`config.mk`:
```
export PLATFORM = sky130hd
export DESIGN_NAME = integer_to_ascii_formatter
export DESIGN_NICKNAME = d
export VERILOG_FILES = /design/src/hdl/iaf_pkg.sv /design/src/hdl/integer_to_ascii_formatter.sv
export SDC_FILE = /design/constraint.sdc
export NUM_CORES = 1
export LEC_CHECK = 0
export CORE_MARGIN = 4
export CORE_UTILIZATION = 40
export CTS_BUF_LIST = sky130_fd_sc_hd__clkbuf_16
export DETAILED_ROUTE_END_ITERATION = 8
export DONT_BUFFER_PORTS = 1
export REMOVE_ABC_BUFFERS = 1
export SYNTH_ARGS = -nofsm -noshare
export SYNTH_HDL_FRONTEND = slang
export SYNTH_SLANG_ARGS = --single-unit
```
`constraint.sdc`:
```
create_clock -name clk -period 12.24 [get_ports clk]
set_input_delay 1.224 -clock clk [delete_from_list [all_inputs] [get_ports clk]]
set_output_delay 1.224 -clock clk [all_outputs]
set_load 0.02 [all_outputs]
```
`src/hdl/iaf_pkg.sv`:
```
// ----------------------------------------------------------------------------
// iaf_pkg
// Format codes, character constants and digit helpers for the integer to
// ASCII formatter.
// ----------------------------------------------------------------------------
`default_nettype none

package iaf_pkg;

  typedef logic [2:0]  op_t;
  typedef logic [3:0]  nibble_t;
  typedef logic [2:0]  pos_t;
  typedef logic [16:0] weight_t;

  localparam op_t OP_HEX8  = 3'd0;
  localparam op_t OP_HEX16 = 3'd1;
  localparam op_t OP_UDEC8 = 3'd2;
  localparam op_t OP_SDEC8 = 3'd3;
  localparam op_t OP_UDEC16 = 3'd4;
  localparam op_t OP_SDEC16 = 3'd5;

  localparam logic [7:0] CH_ZERO   = 8'h30;
  localparam logic [7:0] CH_LETTER = 8'h37;  // 'A' - 10
  localparam logic [7:0] CH_MINUS  = 8'h2D;

  localparam pos_t POS_UNITS = 3'd0;
  localparam pos_t POS_TENS  = 3'd1;
  localparam pos_t POS_HUND  = 3'd2;
  localparam pos_t POS_THOU  = 3'd3;
  localparam pos_t POS_TTHOU = 3'd4;

  function automatic weight_t dec_weight(input pos_t pos);
    weight_t w;
    case (pos)
      POS_TTHOU: w = 17'd10000;
      POS_THOU:  w = 17'd1000;
      POS_HUND:  w = 17'd100;
      POS_TENS:  w = 17'd10;
      default:   w = 17'd1;
    endcase
    return w;
  endfunction

  // Digit of rem at the given decimal position; rem is below ten times the weight.
  function automatic nibble_t dec_digit(input logic [15:0] rem, input pos_t pos);
    weight_t w;
    nibble_t d;
    w = dec_weight(pos);
    d = '0;
    for (int k = 1; k <= 9; k++) begin
      if ({1'b0, rem} >= 17'(k) * w) begin
        d = 4'(k);
      end
    end
    return d;
  endfunction

  function automatic logic [7:0] hex_char(input nibble_t nib);
    logic [7:0] c;
    if (nib > 4'd9) begin
      c = CH_LETTER + {4'd0, nib};
    end else begin
      c = CH_ZERO + {4'd0, nib};
    end
    return c;
  endfunction

endpackage

`default_nettype wire

```
`src/hdl/integer_to_ascii_formatter.sv`:
```
// ----------------------------------------------------------------------------
// integer_to_ascii_formatter
// Turns one integer into a run of ASCII hex or decimal characters.
// ----------------------------------------------------------------------------
// An item has 2 characters for hex8, 4 for hex16, 1 to 5 for unsigned
// decimal and 1 to 6 for signed decimal. The character generator emits one
// character per cycle from a working register, so a new transaction is
// accepted in the cycle that forms the last character of the current one,
// and runs follow each other with no gap. The first character of a run is
// formed from the working register and then registered onto the outputs.
// Each character is held for exactly one cycle with strobe high; the receiver
// cannot stall. Format codes 6 and 7 are accepted and produce no output.
`default_nettype none

module integer_to_ascii_formatter (
  input  wire logic            clk,
  input  wire logic            rst,
  input  wire logic            start,
  output logic                 busy,
  input  wire iaf_pkg::op_t    operation,
  input  wire logic [15:0]     value,
  output logic                 strobe,
  output logic [7:0]           character,
  output logic                 last
);

  // working register
  logic              act;
  logic              hexm;
  logic              minus;
  iaf_pkg::pos_t     idx;
  logic [15:0]       rem;

  logic              accept;
  logic              op_valid;
  logic              cur_last;
  logic [7:0]        cur_char;
  iaf_pkg::nibble_t  digit;
  logic [20:0]       prod;
  logic [15:0]       rem_next;

  logic              ld_hex;
  logic              ld_neg;
  logic [15:0]       ld_mag;
  logic [15:0]       ld_rem;
  iaf_pkg::pos_t     ld_idx;
  logic [7:0]        neg8;
  logic [15:0]       neg16;

  // load decode
  always_comb begin
    op_valid = 1'b1;
    ld_hex   = 1'b0;
    ld_neg   = 1'b0;
    neg8     = 8'd0 - value[7:0];
    neg16    = 16'd0 - value;
    ld_mag   = {8'd0, value[7:0]};
    case (operation)
      iaf_pkg::OP_HEX8: begin
        ld_hex = 1'b1;
      end
      iaf_pkg::OP_HEX16: begin
        ld_hex = 1'b1;
        ld_mag = value;
      end
      iaf_pkg::OP_UDEC8: begin
        ld_mag = {8'd0, value[7:0]};
      end
      iaf_pkg::OP_SDEC8: begin
        ld_neg = value[7];
        ld_mag = value[7] ? {8'd0, neg8} : {8'd0, value[7:0]};
      end
      iaf_pkg::OP_UDEC16: begin
        ld_mag = value;
      end
      iaf_pkg::OP_SDEC16: begin
        ld_neg = value[15];
        ld_mag = value[15] ? neg16 : value;
      end
      default: begin
        op_valid = 1'b0;
      end
    endcase

    ld_rem = ld_mag;
    if (ld_hex) begin
      ld_idx = (operation == iaf_pkg::OP_HEX16) ? 3'd3 : 3'd1;
    end else if (ld_mag >= 16'd10000) begin
      ld_idx = iaf_pkg::POS_TTHOU;
    end else if (ld_mag >= 16'd1000) begin
      ld_idx = iaf_pkg::POS_THOU;
    end else if (ld_mag >= 16'd100) begin
      ld_idx = iaf_pkg::POS_HUND;
    end else if (ld_mag >= 16'd10) begin
      ld_idx = iaf_pkg::POS_TENS;
    end else begin
      ld_idx = iaf_pkg::POS_UNITS;
    end
  end

  // character generation
  always_comb begin
    digit    = iaf_pkg::dec_digit(rem, idx);
    prod     = 21'(digit) * 21'(iaf_pkg::dec_weight(idx));
    rem_next = rem - prod[15:0];
    cur_last = !minus && (idx == iaf_pkg::POS_UNITS);
    if (minus) begin
      cur_char = iaf_pkg::CH_MINUS;
    end else if (hexm) begin
      cur_char = iaf_pkg::hex_char(rem[{idx[1:0], 2'b00} +: 4]);
    end else begin
      cur_char = iaf_pkg::CH_ZERO + {4'd0, digit};
    end
  end

  assign busy   = act && !cur_last;
  assign accept = start && !busy;

  always_ff @(posedge clk) begin
    if (rst) begin
      act    <= 1'b0;
      strobe <= 1'b0;
    end else begin
      strobe <= act;
      if (act && !cur_last) begin
        if (minus) begin
          minus <= 1'b0;
        end else begin
          idx <= idx - 3'd1;
          if (!hexm) begin
            rem <= rem_next;
          end
        end
      end else if (accept && op_valid) begin
        act   <= 1'b1;
        hexm  <= ld_hex;
        minus <= ld_neg;
        idx   <= ld_idx;
        rem   <= ld_rem;
      end else begin
        act <= 1'b0;
      end
    end
  end

  always_ff @(posedge clk) begin
    character <= cur_char;
    last      <= cur_last;
  end

  a_strobe_follows: assert property (@(posedge clk) disable iff (rst)
    act |=> strobe)
    else $error("active character not presented");

  a_minus_not_last: assert property (@(posedge clk) disable iff (rst)
    (strobe && character == iaf_pkg::CH_MINUS) |-> !last)
    else $error("minus sign ended a run");

  a_accept_output: assert property (@(posedge clk) disable iff (rst)
    (accept && op_valid) |-> ##2 strobe)
    else $error("accepted transaction produced no character");

endmodule

`default_nettype wire
```
=== Word level (Yosys, flattened, before mapping) ===
Cells that the tools add are included.

* Input bits: 22
* Flip-flop bits (word level): 32

* $mul: 6
* $lt $le $gt $ge: 14
* Equal/unequal tests: 11
* Shifts and indexed selects: 1
* $add $sub $neg: 7
* Reduce and logical (&&, ||, !) cells: 17
* Muxes and demuxes: 33
* Bitwise operators: 2

{| class="wikitable"
|+ Operators by type and width
! kind !! count
|-
| 16-bit by 17-bit greater-or-equal comparator with 1-bit output || 9
|-
| 16-bit two-way mux || 5
|-
| 14-bit case mux with 4 select lines || 1
|-
| 16-bit case mux with 3 select lines || 1
|-
| 3-bit by 17-bit multiplier with 17-bit output, first input constant || 2
|-
| 4-bit two-way mux || 8
|-
| 6-bit by 4-bit adder with 7-bit output, first input constant || 3
|-
| 2-bit by 17-bit multiplier with 16-bit output, first input constant || 1
|-
| 2-bit by 17-bit multiplier with 17-bit output, first input constant || 1
|-
| 4-bit by 17-bit multiplier with 16-bit output || 1
|-
| 4-bit by 17-bit multiplier with 17-bit output, first input constant || 1
|-
| 16-bit by 10-bit greater-or-equal comparator with 1-bit output, second input constant || 1
|-
| 16-bit by 14-bit greater-or-equal comparator with 1-bit output, second input constant || 1
|-
| 16-bit by 4-bit greater-or-equal comparator with 1-bit output, second input constant || 1
|-
| 16-bit by 7-bit greater-or-equal comparator with 1-bit output, second input constant || 1
|-
| 8-bit two-way mux || 2
|-
| 16-bit by 5-bit indexed part select with 4-bit output || 1
|-
| 1-bit by 16-bit subtractor with 16-bit output, first input constant || 1
|-
| 16-bit subtractor || 1
|-
| 3-bit two-way mux || 5
|-
| 3-bit by 2-bit == test with 1-bit output, second input constant || 4
|-
| 3-bit == test, second input constant || 3
|-
| 1-bit by 8-bit subtractor with 8-bit output, first input constant || 1
|-
| 7-bit two-way mux || 1
|-
| 17 further kinds || 35
|}

=== Depth between registers and ports, before layout ===
Gate-level depths: netlist of the first run.

* Depth in word-level cells: 17
* Depth in mapped cells: 47
* Mapped depth without buffers: 45

=== Worst setup path before layout of the first run ===
Ideal clock, no wire load.

* Kind: reg2reg
* Start point: register idx[0]
* End point: register rem[15], data pin
* Stages on the path, launching flop included: 44
* Setup time: 0.269 ns
* Data required time: 11.971 ns
* Period minus slack after synthesis: 10.349 ns
* Arrival: 10.080 ns
* Path slack: 1.891 ns
* Cells stage by stage: edfxtp_1 -> clkbuf_1 -> inv_1 -> ha_1 -> nand2_2 -> inv_1 -> buf_4 -> nor2_1 -> nand2_2 -> nand2_2 -> inv_2 -> nor2_1 -> inv_1 -> ha_1 -> or2_2 -> ha_1 -> a21oi_1 -> o22ai_1 -> [... 8 more ...] -> or3_1 -> o21ai_1 -> nor2_1 -> fa_1 -> inv_1 -> fa_1 -> inv_1 -> fa_1 -> inv_1 -> ha_1 -> or4_1 -> o221ai_1 -> or2_2 -> a31oi_1 -> nand3_1 -> nand2_1 -> xnor2_1 -> o21ai_0

* Longest elaborated chain between the ends: 17
* Elaborated cells between the ends (all ways): 37
* Classes of those cells: 1 x add/sub; 6 x mul; 9 x order compare; 4 x eq/ne; 13 x mux; 4 x reduce/logical

{| class="wikitable"
|+ RTL lines
! what !! line !! text
|-
| from (decl) || integer_to_ascii_formatter.sv:31 || <nowiki>iaf_pkg::pos_t idx;</nowiki>
|-
| from (signal assigned) || integer_to_ascii_formatter.sv:129 || <nowiki>idx <= idx - 3'd1;</nowiki>
|-
| from (signal assigned) || integer_to_ascii_formatter.sv:138 || <nowiki>idx <= ld_idx;</nowiki>
|-
| branches (longest 16 deep; another with 2-bit by 17-bit multiplier with 17-bit output) || n/a ||
|-
| 16-bit two-way mux * || integer_to_ascii_formatter.sv:125 || <nowiki>if (act && !cur_last) begin</nowiki>
|-
| to (signal assigned) || integer_to_ascii_formatter.sv:131 || <nowiki>rem <= rem_next;</nowiki>
|-
| to (signal assigned) || integer_to_ascii_formatter.sv:139 || <nowiki>rem <= ld_rem;</nowiki>
|-
| to (decl) || integer_to_ascii_formatter.sv:32 || <nowiki>logic [15:0] rem;</nowiki>
|}

Every way passes the cells marked *. The select of a mux whose other input is x is not followed.
A chain may end at the register's enable or synchronous reset.

=== Worst setup path in the final report of the first run ===
* Start point: register idx[1]
* End point: register rem[15], data pin

Same word-level chain as after synthesis.

==> results of run 1 <==
==> metal layers <==
layer / global-route usage (%) / up-vias
met3: 2.07 / 52
met1: 26.7 / 3326
met2: 36.9 / 191
met5: 0 / -
met4: 9.28 / 0
li1: - / 3462
==> kinds of logic after synthesis <==
family          share of synthesized area, %
simple gates                            17.7
mux                                     1.78
fa+ha+maj                               35.7
buf+inv                                 8.37
xor+xnor                                5.22
flops                                   10.5
other cells                           0.0952
compound gates                          20.6
==> sequential cells by signal, summed over array words and instances (netlist names) <==
signal and count:
act 1, character 7, hexm 1, idx 3
last 1, minus 1, rem 16, strobe 1
==> power breakdown <==
group | switching [uW] | leakage, uW | total, uW | internal, uW
clock network | 43.9 | 0.0000812 | 139 | 94.7
logic | 366 | 0.00348 | 635 | 268
registers | 38.3 | 0.000281 | 168 | 130
==> worst paths after layout <==
| kind | from | to | slack [ns] |
|---|---|---|---|
| setup / recovery | idx[1] | rem[15] | 1.46 |
| hold reg to reg | act | strobe | 0.48 |
| setup reg to reg | idx[1] | rem[15] | 1.46 |
| hold / removal | act | strobe | 0.48 |
==> worst reg2reg max path, delay by kind of cell, from the launching register on <==
family	cells	cell delay, ns
adder cells (fa/ha/maj)	9	3.27
flip-flops	1	0.49
XOR/XNOR	1	0.15
buffers and inverters	6	0.65
AND/OR/NAND/NOR	15	3.64
AO/OA/AOI/OAI	9	2.32
==> per-stage QoR <==
stage	cells	cell area [um2]	total power, uW	hold WS (ns)	utilization, %
2_1_floorplan	956	7780	636	0.447	-
3_3_place_gp	1229	8180	796	0.468	42.1
3_5_place_dp	1229	8180	798	0.475	42.1
4_1_cts	1237	8340	943	0.482	43.0
5_1_grt	1237	8340	1040	0.496	43.0
6_report	1237	8340	941	0.478	43.0
==> cell usage after synthesis, types with 9 or more instances <==
| master | number | area (um2) |
|---|---|---|
| ha_1 | 161 | 2010 |
| inv_1 | 141 | 529 |
| a21oi_1 | 67 | 335 |
| nor2_1 | 66 | 248 |
| nand2_1 | 62 | 233 |
| o21ai_0 | 53 | 265 |
| fa_1 | 40 | 801 |
| xnor2_1 | 36 | 315 |
| edfxtp_1 | 21 | 631 |
| nor3_1 | 21 | 105 |
| nand2b_1 | 20 | 125 |
| nand3_1 | 20 | 100 |
| a21o_1 | 12 | 90.1 |
| a211oi_1 | 11 | 82.6 |
| nand4_1 | 11 | 68.8 |
| xor2_1 | 11 | 96.3 |
| a31oi_1 | 10 | 62.6 |
| dfxtp_1 | 10 | 200 |
| nor4_1 | 10 | 62.6 |
| nor2b_1 | 9 | 56.3 |
| o211ai_1 | 9 | 67.6 |
| o21bai_1 | 9 | 67.6 |
==> final cells by class <==
cell class / instances / area [um2] / share of cell area [%]
clock buffers: 5 / 125 / 1.50
well taps: 265 / 332 / 3.98
multi-input cells: 782 / 6420 / 76.9
flip-flops and latches: 31 / 831 / 9.96
inverters: 143 / 537 / 6.44
repair buffers: 8 / 60.1 / 0.720
clock inverters: 3 / 38.8 / 0.465
==> results.cfg, run 1 <==
[route]
postRouteAntennaNets = 0
routed.top_layer = met4
routedWlPerCell_um = 18.6
dr.pass1.iters = 7
dr_wl_met2_mm = 11.1
drt_iter0_drc = 438
drt-total-wl_mm = 23.0
routed-via-count = 7031
wl_met1_mm = 9.99
drt_drc_violations_left = 0
route.met3.wl_um = 919
viasPerCell = 5.68

[layout]
syn2layout_area_growth_pct = 5.71
drive_gt1_share_pct = 4.63
final_common_cell = ha_1
most-common-layout-cells = ha_1, inv_1, a21oi_1, nor2_1, nand2_1
antenna_cells = 0
n_fill_cell = 2018
nNetsFinal = 1194

[cts]
holdBufCountCts = 0
cts-buffers-inserted = 5
post_cts_buffers = 0
cts_tree = done
htreeDepth = 2
clk_pin_slew_worst_paths_ns = 0.05
ctsRootBufferMaster = clkbuf_16
cts_resized = 0
clk_latency_ns = 0.28
cts.path.max_buffers = 2
clock-sinks = 31

[place]
pre_cts_ws_ns = 1.62
port_buffers = 0
gp_congestion = 0.934
dp_hpwl_mm = 18.7

[setup_path]
slowest_delay_ns = 0.70
critical_path_required_ns = 12.26
cp-end-kind = flop
crit_family = simple AND/OR/NAND/NOR gates
cp.arrival_ns = 10.80
cpMostUsedCell = ha_1
critPathLaunchType = flop
crit_type = reg -> reg
worstPathMaxFanout = 13
critical_path.slowest_cell = o21ai_1
ff2ff_path_depth = 40
crit_buf_inv = 6
worst-path-stages = 40

[sta]
min_period_over_period_pct = 88.0
fmaxAchievable_mhz = 92.8
tightest_slew_ns = 0.865
final.setup.tns_ns = 0
slew_viol_final = 0
setup_ws_ns = 1.46
fin_crit_ns = 10.78
skew_ns = 0.00629
hold_viol = 0
relSlewSlack_pct = 41.9
finalSetupViolCount = 0
rsz0062_at_grt = no

[die]
ios = 33
start_util_pct = 40.7
dieArea_um2 = 22000
die_y_um = 148
num_rows = 51
core_area_um2 = 19400
chipWidth_um = 148

[logic_synthesis]
syn-instance-count = 970
synth_cell_types = 82
synthFlopType = edfxtp_1
syn_area_per_cell_um2 = 8.13
ys_ff_latch = 31
yosys_warnings = 0
async_flop_share_pct = 0
synth.cell_area_um2 = 7890
seq_area_frac_synth_pct = 10.5
synth_edf_count = 21

[grt]
antenna_found_initial = 0
grt_pass1_vias = 7139
grt_overflow = 0
grt_start_max_net_pins = 25
grt.total_usage_pct = 21.2
grt_pass1_wl_mm = 37.1

[power_and_ir_drop]
leakage_uw = 0.00384
irDropWorstVdd_v = 0.0000660
powerDensity_nw_per_um2 = 113

[min_path]
hold_path_depth = 1
hold_path_class = reg -> reg

[flow_run]
max_cap_violations = 0

[status]
status = completed
(Power assumes the default switching activity.)
==> run 2, diff against run 1 <==
--- a/config.mk
+++ b/config.mk
@@ -10,6 +10,7 @@
 export CTS_BUF_LIST = sky130_fd_sc_hd__clkbuf_16
 export DETAILED_ROUTE_END_ITERATION = 8
 export DONT_BUFFER_PORTS = 1
+export MAX_ROUTING_LAYER = met4
 export REMOVE_ABC_BUFFERS = 1
 export SYNTH_ARGS = -nofsm -noshare
 export SYNTH_HDL_FRONTEND = slang
==> run 2 against run 1 <==
- via count down 0.34%
- hold slack about the same
- clock skew about the same
- first-iteration DRC count down 12%
- sequential share of layout area did not move
- sequential power barely moved
- non-clock buffer count stayed put
- largest cell class unchanged
- total power about the same
- setup slack lost 0.0062 ns
- clock-buffer cell count did not move
==> results.cfg, run 2 (synthesis gave the netlist of run 1 again) <==
[route]
postRouteAntennaNets = 0
drt_drc_violations_left = 0
dr.pass1.iters = 5
routed-via-count = 7007
drt-total-wl_mm = 23.1
viasPerCell = 5.66
drt_iter0_drc = 384
routedWlPerCell_um = 18.7

[setup_path]
crit_buf_inv = 6
crit_family = simple AND/OR/NAND/NOR gates
critical_path_required_ns = 12.26
cp-end-kind = flop
r2r_start = idx[1]
ff2ff_path_depth = 40
slowest_delay_ns = 0.70
cp.arrival_ns = 10.80
critical_path.slowest_cell = o21ai_1
crit_type = reg -> reg
reg2reg_to = rem[15]
critPathLaunchType = flop
worstPathMaxFanout = 13
cpMostUsedCell = ha_1
r2r_slack_ns = 1.46

[layout]
drive_gt1_share_pct = 4.63
n_fill_cell = 2018
largest_registers = rem x16, character x7, idx x3
antenna_cells = 0
largest_reg_flops = 16
syn2layout_area_growth_pct = 5.71
most-common-layout-cells = ha_1, inv_1, a21oi_1, nor2_1, nand2_1
nNetsFinal = 1194
regMostFlops = rem
final_common_cell = ha_1

[cts]
htreeDepth = 2
holdBufCountCts = 0
post_cts_buffers = 0
clock-sinks = 31
cts.path.max_buffers = 2
ctsRootBufferMaster = clkbuf_16
cts_tree = done
cts_resized = 0
clk_latency_ns = 0.28
cts-buffers-inserted = 5
clk_pin_slew_worst_paths_ns = 0.05

[sta]
min_period_over_period_pct = 88.1
final.setup.tns_ns = 0
fmaxAchievable_mhz = 92.7
finalSetupViolCount = 0
relSlewSlack_pct = 42.7
skew_ns = 0.00585
hold_viol = 0
setup_ws_ns = 1.46
rsz0062_at_grt = no
fin_crit_ns = 10.78
tightest_slew_ns = 0.853
slew_viol_final = 0

[die]
chipWidth_um = 148
ios = 33
start_util_pct = 40.7
num_rows = 51
die_y_um = 148
core_area_um2 = 19400
dieArea_um2 = 22000

[place]
pre_cts_ws_ns = 1.62
dp_hpwl_mm = 18.7
port_buffers = 0
gp_congestion = 0.951

[grt]
grt_pass1_wl_mm = 37.1
grt.total_usage_pct = 21.9
antenna_found_initial = 0
grt_overflow = 0
grt_start_max_net_pins = 25
grt_pass1_vias = 7125

[power_and_ir_drop]
powerDensity_nw_per_um2 = 113
leakage_uw = 0.00384
irDropWorstVdd_v = 0.0000657

[min_path]
hold_path_depth = 1
hold_path_class = reg -> reg
hold_end = strobe
hold_start = act

[flow_run]
max_cap_violations = 0

[status]
status = completed
[run 2: metal layers]
layer / up-vias / GRT usage, % / wire length (um)
li1: 3457 / - / -
met1: 3302 / 26.8 / 10100
met2: 190 / 36.9 / 11100
met3: 58 / 2.01 / 812
met4: 0 / 9.24 / 1060
met5: - / - / 0
[run 2: report_power, final]
group	switching [uW]	internal, uW	total, uW
Clock	43.8	94.7	138
Combinational	367	269	636
Sequential	38.1	130	168
Total	449	493	942
[run 2: how the worst max path moves through the flow]
stage | startpoint | slack (ns) | cells past startpoint | to
floorplan | idx[0] | 1.98 | 41 | rem[15]
global placement | idx[0] | 1.94 | 40 | rem[15]
detailed placement | idx[0] | 1.62 | 39 | rem[15]
CTS | idx[1] | 1.57 | 40 | rem[15]
global route | idx[1] | 0.77 | 40 | rem[15]
finish | idx[1] | 1.46 | 40 | rem[15]
[run 2: cell type report]
| cell class | count | area [um2] | share of cell area, % |
|---|---|---|---|
| clock buffer | 5 | 125 | 1.50 |
| clock inverter | 3 | 38.8 | 0.465 |
| inverter | 143 | 537 | 6.44 |
| multi-input combinational | 782 | 6420 | 76.9 |
| sequential | 31 | 831 | 9.96 |
| tap | 265 | 332 | 3.98 |
| timing repair buffer | 8 | 60.1 | 0.720 |
[run 2: through the flow]
| stage | power, uW | cells | utilization (%) | hold WS [ns] | cell area [um2] |
|---|---|---|---|---|---|
| after CTS | 943 | 1237 | 43.0 | 0.482 | 8340 |
| after floorplan | 636 | 956 | - | 0.447 | 7780 |
| after detailed placement | 798 | 1229 | 42.1 | 0.475 | 8180 |
| after global placement | 796 | 1229 | 42.1 | 0.468 | 8180 |
| final | 942 | 1237 | 43.0 | 0.478 | 8340 |
| after global routing | 1040 | 1237 | 43.0 | 0.496 | 8340 |
